[src/sv/rlrs_pkg.sv]
// Package for the radio link recovery supervisor.
// Holds the event, operation, health and register index codes, plus the state,
// config and result structs. It has no dependencies.
package rlrs_pkg;

    typedef enum logic [1:0] {
        MODE_TICK   = 2'd0,
        MODE_RESP   = 2'd1,
        MODE_POLL   = 2'd2,
        MODE_UNUSED = 2'd3
    } mode_t;

    typedef enum logic {
        OP_STATUS = 1'b0,
        OP_ENABLE = 1'b1
    } op_t;

    typedef enum logic [1:0] {
        HEALTH_UNKNOWN = 2'd0,
        HEALTH_OK      = 2'd1,
        HEALTH_WARN    = 2'd2,
        HEALTH_RSVD    = 2'd3
    } health_t;

    localparam logic [2:0] RADIO_OFF   = 3'd0;
    localparam logic [2:0] RADIO_READY = 3'd1;

    localparam logic [1:0] RESULT_TARGET_ERR = 2'd1;

    localparam logic [2:0] CFG_DESIRED_ENABLED   = 3'd0;
    localparam logic [2:0] CFG_READY_POLL_PERIOD = 3'd1;
    localparam logic [2:0] CFG_BACKOFF_FIRST     = 3'd2;
    localparam logic [2:0] CFG_BACKOFF_SECOND    = 3'd3;
    localparam logic [2:0] CFG_BACKOFF_FINAL     = 3'd4;

    localparam logic [15:0] RESET_POLL_PERIOD    = 16'd10;
    localparam logic [15:0] RESET_BACKOFF_FIRST  = 16'd15;
    localparam logic [15:0] RESET_BACKOFF_SECOND = 16'd60;
    localparam logic [15:0] RESET_BACKOFF_FINAL  = 16'd450;

    localparam logic [7:0]  FAIL_MAX  = 8'hFF;
    localparam logic [15:0] COUNT_MAX = 16'hFFFF;

    typedef struct packed {
        logic        desired_enabled;
        logic [15:0] ready_poll_period;
        logic [15:0] backoff_first;
        logic [15:0] backoff_second;
        logic [15:0] backoff_final;
    } cfg_t;

    typedef struct packed {
        logic        request_pending;
        op_t         pending_operation;
        logic        status_known;
        logic [2:0]  radio_state;
        logic [7:0]  radio_fault;
        logic [7:0]  failure_count;
        logic [15:0] retry_countdown;
        logic [15:0] ready_poll_count;
        logic [31:0] poll_command_count;
    } sup_state_t;

    typedef struct packed {
        op_t        resp_operation;
        logic [1:0] resp_result;
        logic [2:0] resp_radio_state;
        logic [7:0] resp_fault;
    } event_t;

    // packed from the lowest bit up: request_valid first
    typedef struct packed {
        logic [31:0] link_poll_count;
        logic [15:0] retry_ticks_left;
        logic [7:0]  recovery_failures;
        health_t     health;
        logic        command_busy;
        op_t         request_operation;
        logic        request_valid;
    } result_t;

endpackage

[src/sv/rlrs_cfg.sv]
// Configuration register bank of the recovery supervisor.
// Depends on rlrs_pkg for the register indexes and reset values.
module rlrs_cfg
    import rlrs_pkg::*;
(
    input  logic        aclk,
    input  logic        aresetn,
    input  logic        cfg_we,
    input  logic [2:0]  cfg_index,
    input  logic [15:0] cfg_wdata,
    output cfg_t        cfg
);

    cfg_t cfg_reg;
    cfg_t cfg_next;

    always_comb begin
        cfg_next = cfg_reg;
        if (cfg_we) begin
            case (cfg_index)
                CFG_DESIRED_ENABLED:   cfg_next.desired_enabled   = cfg_wdata[0];
                CFG_READY_POLL_PERIOD: cfg_next.ready_poll_period = cfg_wdata;
                CFG_BACKOFF_FIRST:     cfg_next.backoff_first     = cfg_wdata;
                CFG_BACKOFF_SECOND:    cfg_next.backoff_second    = cfg_wdata;
                CFG_BACKOFF_FINAL:     cfg_next.backoff_final     = cfg_wdata;
                default: ;
            endcase
        end
    end

    always_ff @(posedge aclk) begin
        if (!aresetn) begin
            cfg_reg.desired_enabled   <= 1'b1;
            cfg_reg.ready_poll_period <= RESET_POLL_PERIOD;
            cfg_reg.backoff_first     <= RESET_BACKOFF_FIRST;
            cfg_reg.backoff_second    <= RESET_BACKOFF_SECOND;
            cfg_reg.backoff_final     <= RESET_BACKOFF_FINAL;
        end else begin
            cfg_reg <= cfg_next;
        end
    end

    assign cfg = cfg_reg;

endmodule

[src/sv/rlrs_step.sv]
// Combinational event step of the recovery supervisor: next state and result.
// Depends on rlrs_pkg for codes and structs.
module rlrs_step
    import rlrs_pkg::*;
(
    input  cfg_t       cfg,
    input  sup_state_t cur,
    input  mode_t      mode,
    input  event_t     evt,
    output sup_state_t nxt,
    output result_t    res
);

    always_comb begin
        logic        iv;
        op_t         iop;
        logic        busy;
        logic        factual;
        logic [2:0]  eff_state;
        logic [7:0]  eff_fault;
        logic        idle;
        logic [7:0]  fc_inc;
        logic [15:0] rpc_inc;
        logic        do_backoff;

        nxt        = cur;
        iv         = 1'b0;
        iop        = OP_STATUS;
        busy       = 1'b0;
        do_backoff = 1'b0;
        factual    = (evt.resp_result <= RESULT_TARGET_ERR);
        eff_state  = factual ? evt.resp_radio_state : cur.radio_state;
        eff_fault  = factual ? evt.resp_fault : cur.radio_fault;
        idle       = (cur.failure_count == '0) && (cur.retry_countdown == '0);
        fc_inc     = (cur.failure_count == FAIL_MAX) ? FAIL_MAX : cur.failure_count + 8'd1;
        rpc_inc    = (cur.ready_poll_count == COUNT_MAX) ? COUNT_MAX
                                                         : cur.ready_poll_count + 16'd1;

        case (mode)
            MODE_TICK: begin
                if (!cur.request_pending) begin
                    if (cur.retry_countdown != '0) begin
                        nxt.retry_countdown = cur.retry_countdown - 16'd1;
                        if (cur.retry_countdown == 16'd1) begin
                            iv  = 1'b1;
                            iop = OP_ENABLE;
                        end
                    end else if (!cur.status_known) begin
                        iv  = 1'b1;
                        iop = OP_STATUS;
                    end else if (cfg.desired_enabled && cur.radio_state == RADIO_OFF) begin
                        iv  = 1'b1;
                        iop = OP_ENABLE;
                    end else if (cur.radio_state == RADIO_READY) begin
                        if (rpc_inc >= cfg.ready_poll_period) begin
                            nxt.ready_poll_count = '0;
                            iv  = 1'b1;
                            iop = OP_STATUS;
                        end else begin
                            nxt.ready_poll_count = rpc_inc;
                        end
                    end
                end
            end
            MODE_RESP: begin
                if (cur.request_pending && evt.resp_operation == cur.pending_operation) begin
                    nxt.request_pending = 1'b0;
                    if (factual) begin
                        nxt.status_known = 1'b1;
                        nxt.radio_state  = evt.resp_radio_state;
                        nxt.radio_fault  = evt.resp_fault;
                    end
                    if (cfg.desired_enabled) begin
                        if (factual && eff_state == RADIO_READY && eff_fault == '0) begin
                            nxt.failure_count    = '0;
                            nxt.retry_countdown  = '0;
                            nxt.ready_poll_count = '0;
                        end else if (evt.resp_operation == OP_STATUS) begin
                            if (factual && (eff_state == RADIO_OFF || eff_fault != '0)
                                    && idle) begin
                                iv  = 1'b1;
                                iop = OP_ENABLE;
                            end else if (!factual && idle) begin
                                do_backoff = 1'b1;
                            end
                        end else begin
                            do_backoff = 1'b1;
                        end
                    end
                end
            end
            MODE_POLL: begin
                if (cur.request_pending) begin
                    busy = 1'b1;
                end else begin
                    nxt.poll_command_count = cur.poll_command_count + 32'd1;
                    iv  = 1'b1;
                    iop = OP_STATUS;
                end
            end
            default: ;
        endcase

        if (do_backoff) begin
            nxt.failure_count    = fc_inc;
            nxt.ready_poll_count = '0;
            if (fc_inc == 8'd1) begin
                nxt.retry_countdown = cfg.backoff_first;
            end else if (fc_inc == 8'd2) begin
                nxt.retry_countdown = cfg.backoff_second;
            end else begin
                nxt.retry_countdown = cfg.backoff_final;
            end
        end

        if (iv) begin
            nxt.request_pending   = 1'b1;
            nxt.pending_operation = iop;
        end

        res.request_valid     = iv;
        res.request_operation = iop;
        res.command_busy      = busy;
        if (nxt.status_known && nxt.radio_state == RADIO_READY && nxt.radio_fault == '0) begin
            res.health = HEALTH_OK;
        end else if (nxt.status_known || nxt.failure_count != '0) begin
            res.health = HEALTH_WARN;
        end else begin
            res.health = HEALTH_UNKNOWN;
        end
        res.recovery_failures = nxt.failure_count;
        res.retry_ticks_left  = nxt.retry_countdown;
        res.link_poll_count   = nxt.poll_command_count;
    end

endmodule

[src/sv/radio_link_recovery_supervisor.sv]
// Radio link recovery supervisor top level: input register, state, result register.
// Depends on rlrs_pkg, rlrs_cfg and rlrs_step.
//
// Each input transaction (a tick, a driver response or a link poll command) yields
// exactly one result transaction, via the input register and the result register.
// One event is taken every cycle while the result side keeps up; the combinational
// state update in rlrs_step between the two registers sets the rate. The result
// register backs up into the input register, so a stall on m_tready holds s_tready
// low only once both are full. Write configuration only while no events are in flight.
module radio_link_recovery_supervisor
    import rlrs_pkg::*;
(
    input  logic        aclk,
    input  logic        aresetn,
    input  logic        s_tvalid,
    output logic        s_tready,
    input  logic [15:0] s_tdata,   // resp_operation, resp_result, resp_radio_state,
                                   // resp_fault, zero fill
    input  logic [1:0]  s_tuser,   // mode
    output logic        m_tvalid,
    input  logic        m_tready,
    output logic [63:0] m_tdata,   // request_valid, request_operation, command_busy,
                                   // health, recovery_failures, retry_ticks_left,
                                   // link_poll_count, zero fill
    input  logic        cfg_we,
    input  logic [2:0]  cfg_index,
    input  logic [15:0] cfg_wdata
);

    cfg_t       cfg;
    sup_state_t state_reg;
    sup_state_t state_next;
    result_t    res_next;
    result_t    res_reg;
    logic       in_valid_reg;
    mode_t      in_mode_reg;
    event_t     in_evt_reg;
    logic       m_tvalid_reg;
    logic       advance;
    logic       s_accept;

    assign advance  = in_valid_reg && (!m_tvalid_reg || m_tready);
    assign s_tready = !in_valid_reg || advance;
    assign s_accept = s_tvalid && s_tready;

    rlrs_cfg u_cfg (
        .aclk      (aclk),
        .aresetn   (aresetn),
        .cfg_we    (cfg_we),
        .cfg_index (cfg_index),
        .cfg_wdata (cfg_wdata),
        .cfg       (cfg)
    );

    rlrs_step u_step (
        .cfg  (cfg),
        .cur  (state_reg),
        .mode (in_mode_reg),
        .evt  (in_evt_reg),
        .nxt  (state_next),
        .res  (res_next)
    );

    always_ff @(posedge aclk) begin
        if (!aresetn) begin
            in_valid_reg <= 1'b0;
            m_tvalid_reg <= 1'b0;
            state_reg    <= '0;
        end else begin
            if (s_accept) begin
                in_valid_reg <= 1'b1;
            end else if (advance) begin
                in_valid_reg <= 1'b0;
            end
            if (advance) begin
                m_tvalid_reg <= 1'b1;
                state_reg    <= state_next;
            end else if (m_tready) begin
                m_tvalid_reg <= 1'b0;
            end
        end
    end

    always_ff @(posedge aclk) begin
        if (s_accept) begin
            in_mode_reg <= mode_t'(s_tuser);
            in_evt_reg  <= {op_t'(s_tdata[0]), s_tdata[2:1], s_tdata[5:3], s_tdata[13:6]};
        end
        if (advance) begin
            res_reg <= res_next;
        end
    end

    assign m_tvalid = m_tvalid_reg;
    assign m_tdata  = {3'b000, res_reg};

endmodule
[config.mk]
export PLATFORM = sky130hd
export DESIGN_NAME = radio_link_recovery_supervisor
export DESIGN_NICKNAME = d
export VERILOG_FILES = /design/src/sv/rlrs_pkg.sv /design/src/sv/rlrs_cfg.sv /design/src/sv/rlrs_step.sv /design/src/sv/radio_link_recovery_supervisor.sv
export SDC_FILE = /design/constraint.sdc
export NUM_CORES = 1
export LEC_CHECK = 0
export BUFFER_PORTS_ARGS = -buffer_cell sky130_fd_sc_hd__buf_2
export CAP_MARGIN = 20
export CORE_UTILIZATION = 48
export CTS_CLUSTER_SIZE = 10
export DETAILED_ROUTE_END_ITERATION = 6
export MAX_ROUTING_LAYER = met4
export PLACE_DENSITY = 0.67
export SYNTH_ARGS = -nofsm -noshare
export SYNTH_HDL_FRONTEND = slang
export SYNTH_SLANG_ARGS = --single-unit
[constraint.sdc]
create_clock -name aclk -period 5 [get_ports aclk]
set_input_delay 0.75 -clock aclk [delete_from_list [all_inputs] [get_ports aclk]]
set_output_delay 0.75 -clock aclk [all_outputs]
set_load 0.1 [all_outputs]
==> metrics <==
Total GRT Usage=0.229; WHS Path Cells=1; Mapped Area=approximately 0.011 mm2; fin. max-slew vios=0; multi-input logic area=roughly 0.0054 mm2; Max VDD drop=0.224 mV; Syn Inst Count=1,228; DRT antenna net count=0; nets=between 1,000 and 1,500; I/O pins=108; Clock Sinks=229; Leak Pwr=roughly 4.8 nW; Post-CTS Setup Bufs=0; GRT overflow=0; met2 Use GR=0.373; Hold/Removal Path Class=input pin to register; RSZ-0062 raised after global routing=no; crit share post-route=0.853; met1 usage=0.302; core area=between 0.02 and 0.025 mm2; first-pass GRT wire length=about 43,000 um; FFs w/ async S/R, synth=0; Sequential cell area=approximately 0.0053 mm2; Cell Count, Final, Fillers Out=around 1,600; clk slew on worst S/H paths=around 60 ps; row cnt=55; H-tree depth=1; actual slew at the worst max-slew pin=about 830 ps; CTS max path bufs=3; CP required=between 5000 and 6000 ps; WP data arrival=4730 ps; die width=roughly 150 um; Max Cap Viol=0; first-pass detailed-route iteration total=5; CTS resizes=0; post-synth cell types=85; FF-to-FF setup slack=730 ps; post-detail-place hpwl=18,100 um; placed cell count=1,554; syn_area_per_cell=slightly above 9 um2; Slew HR=0.442; largest net degree at the start of global routing=56; predominant post-synthesis flop cell=dfxtp_1; drt initial violations=a little over 500; sequential-to-total area share from yosys stat=0.481; CTS buffer count=27; CP Launch Type=register; setup tns final=0 ps; Core Util, Final=0.552; Syn-to-layout area delta=12.7%; TritonCTS clock tree=built; clock skew=19.2 ps; routed len/inst=roughly 17 um; pwr dens=338 mW/mm2; critical path class=register to register; CTS Hold Bufs=0; Initial Util=0.490; global route hottest layer=met2; Die H=~150 um; max frequency=234 MHz; number of global-route vias before repair=between 8,000 and 9,000; antenna violations before repair=0; full die area=0.0238 mm2; Port Buffers=just over 100; root buffer cell=clkbuf_16; Critical Path Fanout Max=16; Routed WL=about 27,000 um; final setup violation count=0; Synth warnings=0; filler cell count=roughly 2,100; R2R depth=14; Fin. Hold Viols=0; Worst-Skew Late Latency=around 530 ps; share of cells above drive strength 1=0.130; kind of end point of the critical path=register; Vias/cell=5.65; post-layout min period=4270 ps; number of synthesized register bits=229; GP Congestion=0.936; via count=about 9,000; Remaining DRCs=0; max FFs per register=86; number of flops mapped to enable cells by yosys=76; status=completed; met3 GRT Util=0.0289
[cell type report]
class	instances	share of cell area
Antenna cell	1	0.000200
Clock buffer	44	0.0590
Clock inverter	2	0.00140
Inverter	33	0.00999
Multi-Input combinational cell	895	0.427
Sequential cell	229	0.427
Tap cell	285	0.0285
Timing Repair Buffer	112	0.0472
[layer usage]
layer / share of wire / vias up
met1: 0.46 / 4279
met5: 0 / -
met3: 0.048 / 36
met4: 0.017 / 0
met2: 0.48 / 224
li1: - / 4506
[final timing paths]
path,startpoint,end
max,state_reg[34],state_reg[40]
min,s_tdata[6],in_evt_reg[0]
max reg2reg,state_reg[34],state_reg[40]
min reg2reg,u_cfg.cfg[56],u_cfg.cfg[56]
[Yosys cell counts (4+ instances only)]
cell      number  share of area
a31oi_1        8         0.0045
inv_1         32          0.011
nand3b_1       4         0.0027
or3_1         12         0.0068
and3_1        21          0.012
mux2i_1       18          0.016
o21ai_1        4         0.0018
nor3_1        31          0.014
clkbuf_1      51          0.017
nor4_1        10         0.0056
ha_1          23          0.026
or2_2          5         0.0028
buf_2         13         0.0059
xor2_1        34          0.027
a32oi_1        7         0.0055
o21ai_0       41          0.018
nand2b_1       5         0.0028
or4_1          4         0.0027
xnor2_1       33          0.026
a21o_1         7         0.0047
a21boi_0      40          0.027
o211ai_1      10         0.0068
and2_1        19          0.011
o22ai_1       15         0.0084
nand2_1      220          0.074
a41oi_1        6         0.0047
dfxtp_1      153           0.28
edfxtp_1      76           0.21
a21oi_1       65          0.029
nor2_1        84          0.028
buf_4          5         0.0034
o21a_1         5         0.0034
nand4_1       18          0.010
nand3_1       60          0.027
nor2b_1        7         0.0039
and4_1         5         0.0039
[cell usage in the layout, fill, tap and decap left out, types with 12 or more instances in the layout]
cell type | netlist | layout
nor3_1 | 31 | 31
nand2_1 | 220 | 220
nand4_1 | 18 | 18
or3_1 | 12 | 12
inv_1 | 32 | 31
and3_1 | 21 | 21
a21oi_1 | 65 | 65
nor2_1 | 84 | 84
clkbuf_16 | 0 | 27
ha_1 | 23 | 23
and2_1 | 19 | 19
clkbuf_1 | 51 | 17
o22ai_1 | 15 | 15
dfxtp_1 | 153 | 153
a21boi_0 | 40 | 40
buf_2 | 13 | 101
o21ai_0 | 41 | 41
xor2_1 | 34 | 34
nand3_1 | 60 | 60
xnor2_1 | 33 | 33
mux2i_1 | 18 | 18
edfxtp_1 | 76 | 76
[stage by stage]
stage	power (mW)	hold WS (ps)	worst slack, ps	cell area (um2)
4_1_cts	4.27	384	734	12500
5_1_grt	4.40	387	373	12500
3_3_place_gp	2.54	445	903	11800
3_5_place_dp	2.55	447	772	11800
6_report	4.24	402	734	12500
2_1_floorplan	2.43	435	1090	11100
[kinds of logic after synthesis]
logic type | synth area share
multiplexers | 0.0182
AO/OA/AOI/OAI | 0.149
other | 0.000337
flip-flops | 0.481
AND/OR/NAND/NOR | 0.233
adder cells (fa/ha/maj) | 0.0259
XOR/XNOR | 0.0528
buffers and inverters | 0.0396
[critical path, cell delays in order (launching register included)]
cell and delay (ps):
dfxtp_1 430, and4_1 330, nand4_1 300, nor2_1 390, nand3_1 470, nand2_1 260
ha_1 270, and4_1 210, a221o_1 290, a31oi_1 130, o21ai_0 210, nor4_2 270
buf_4 280, o31a_1 170, o221a_2 170
[power by group]
part / leakage [nW] / switching [mW] / internal [mW]
sequential: 1.94 / 0.0306 / 1.98
clock: 0.362 / 0.725 / 1.00
combinational: 2.47 / 0.393 / 0.107
total: 4.78 / 1.15 / 3.09
Note: power is estimated with default switching activity, not from simulation.
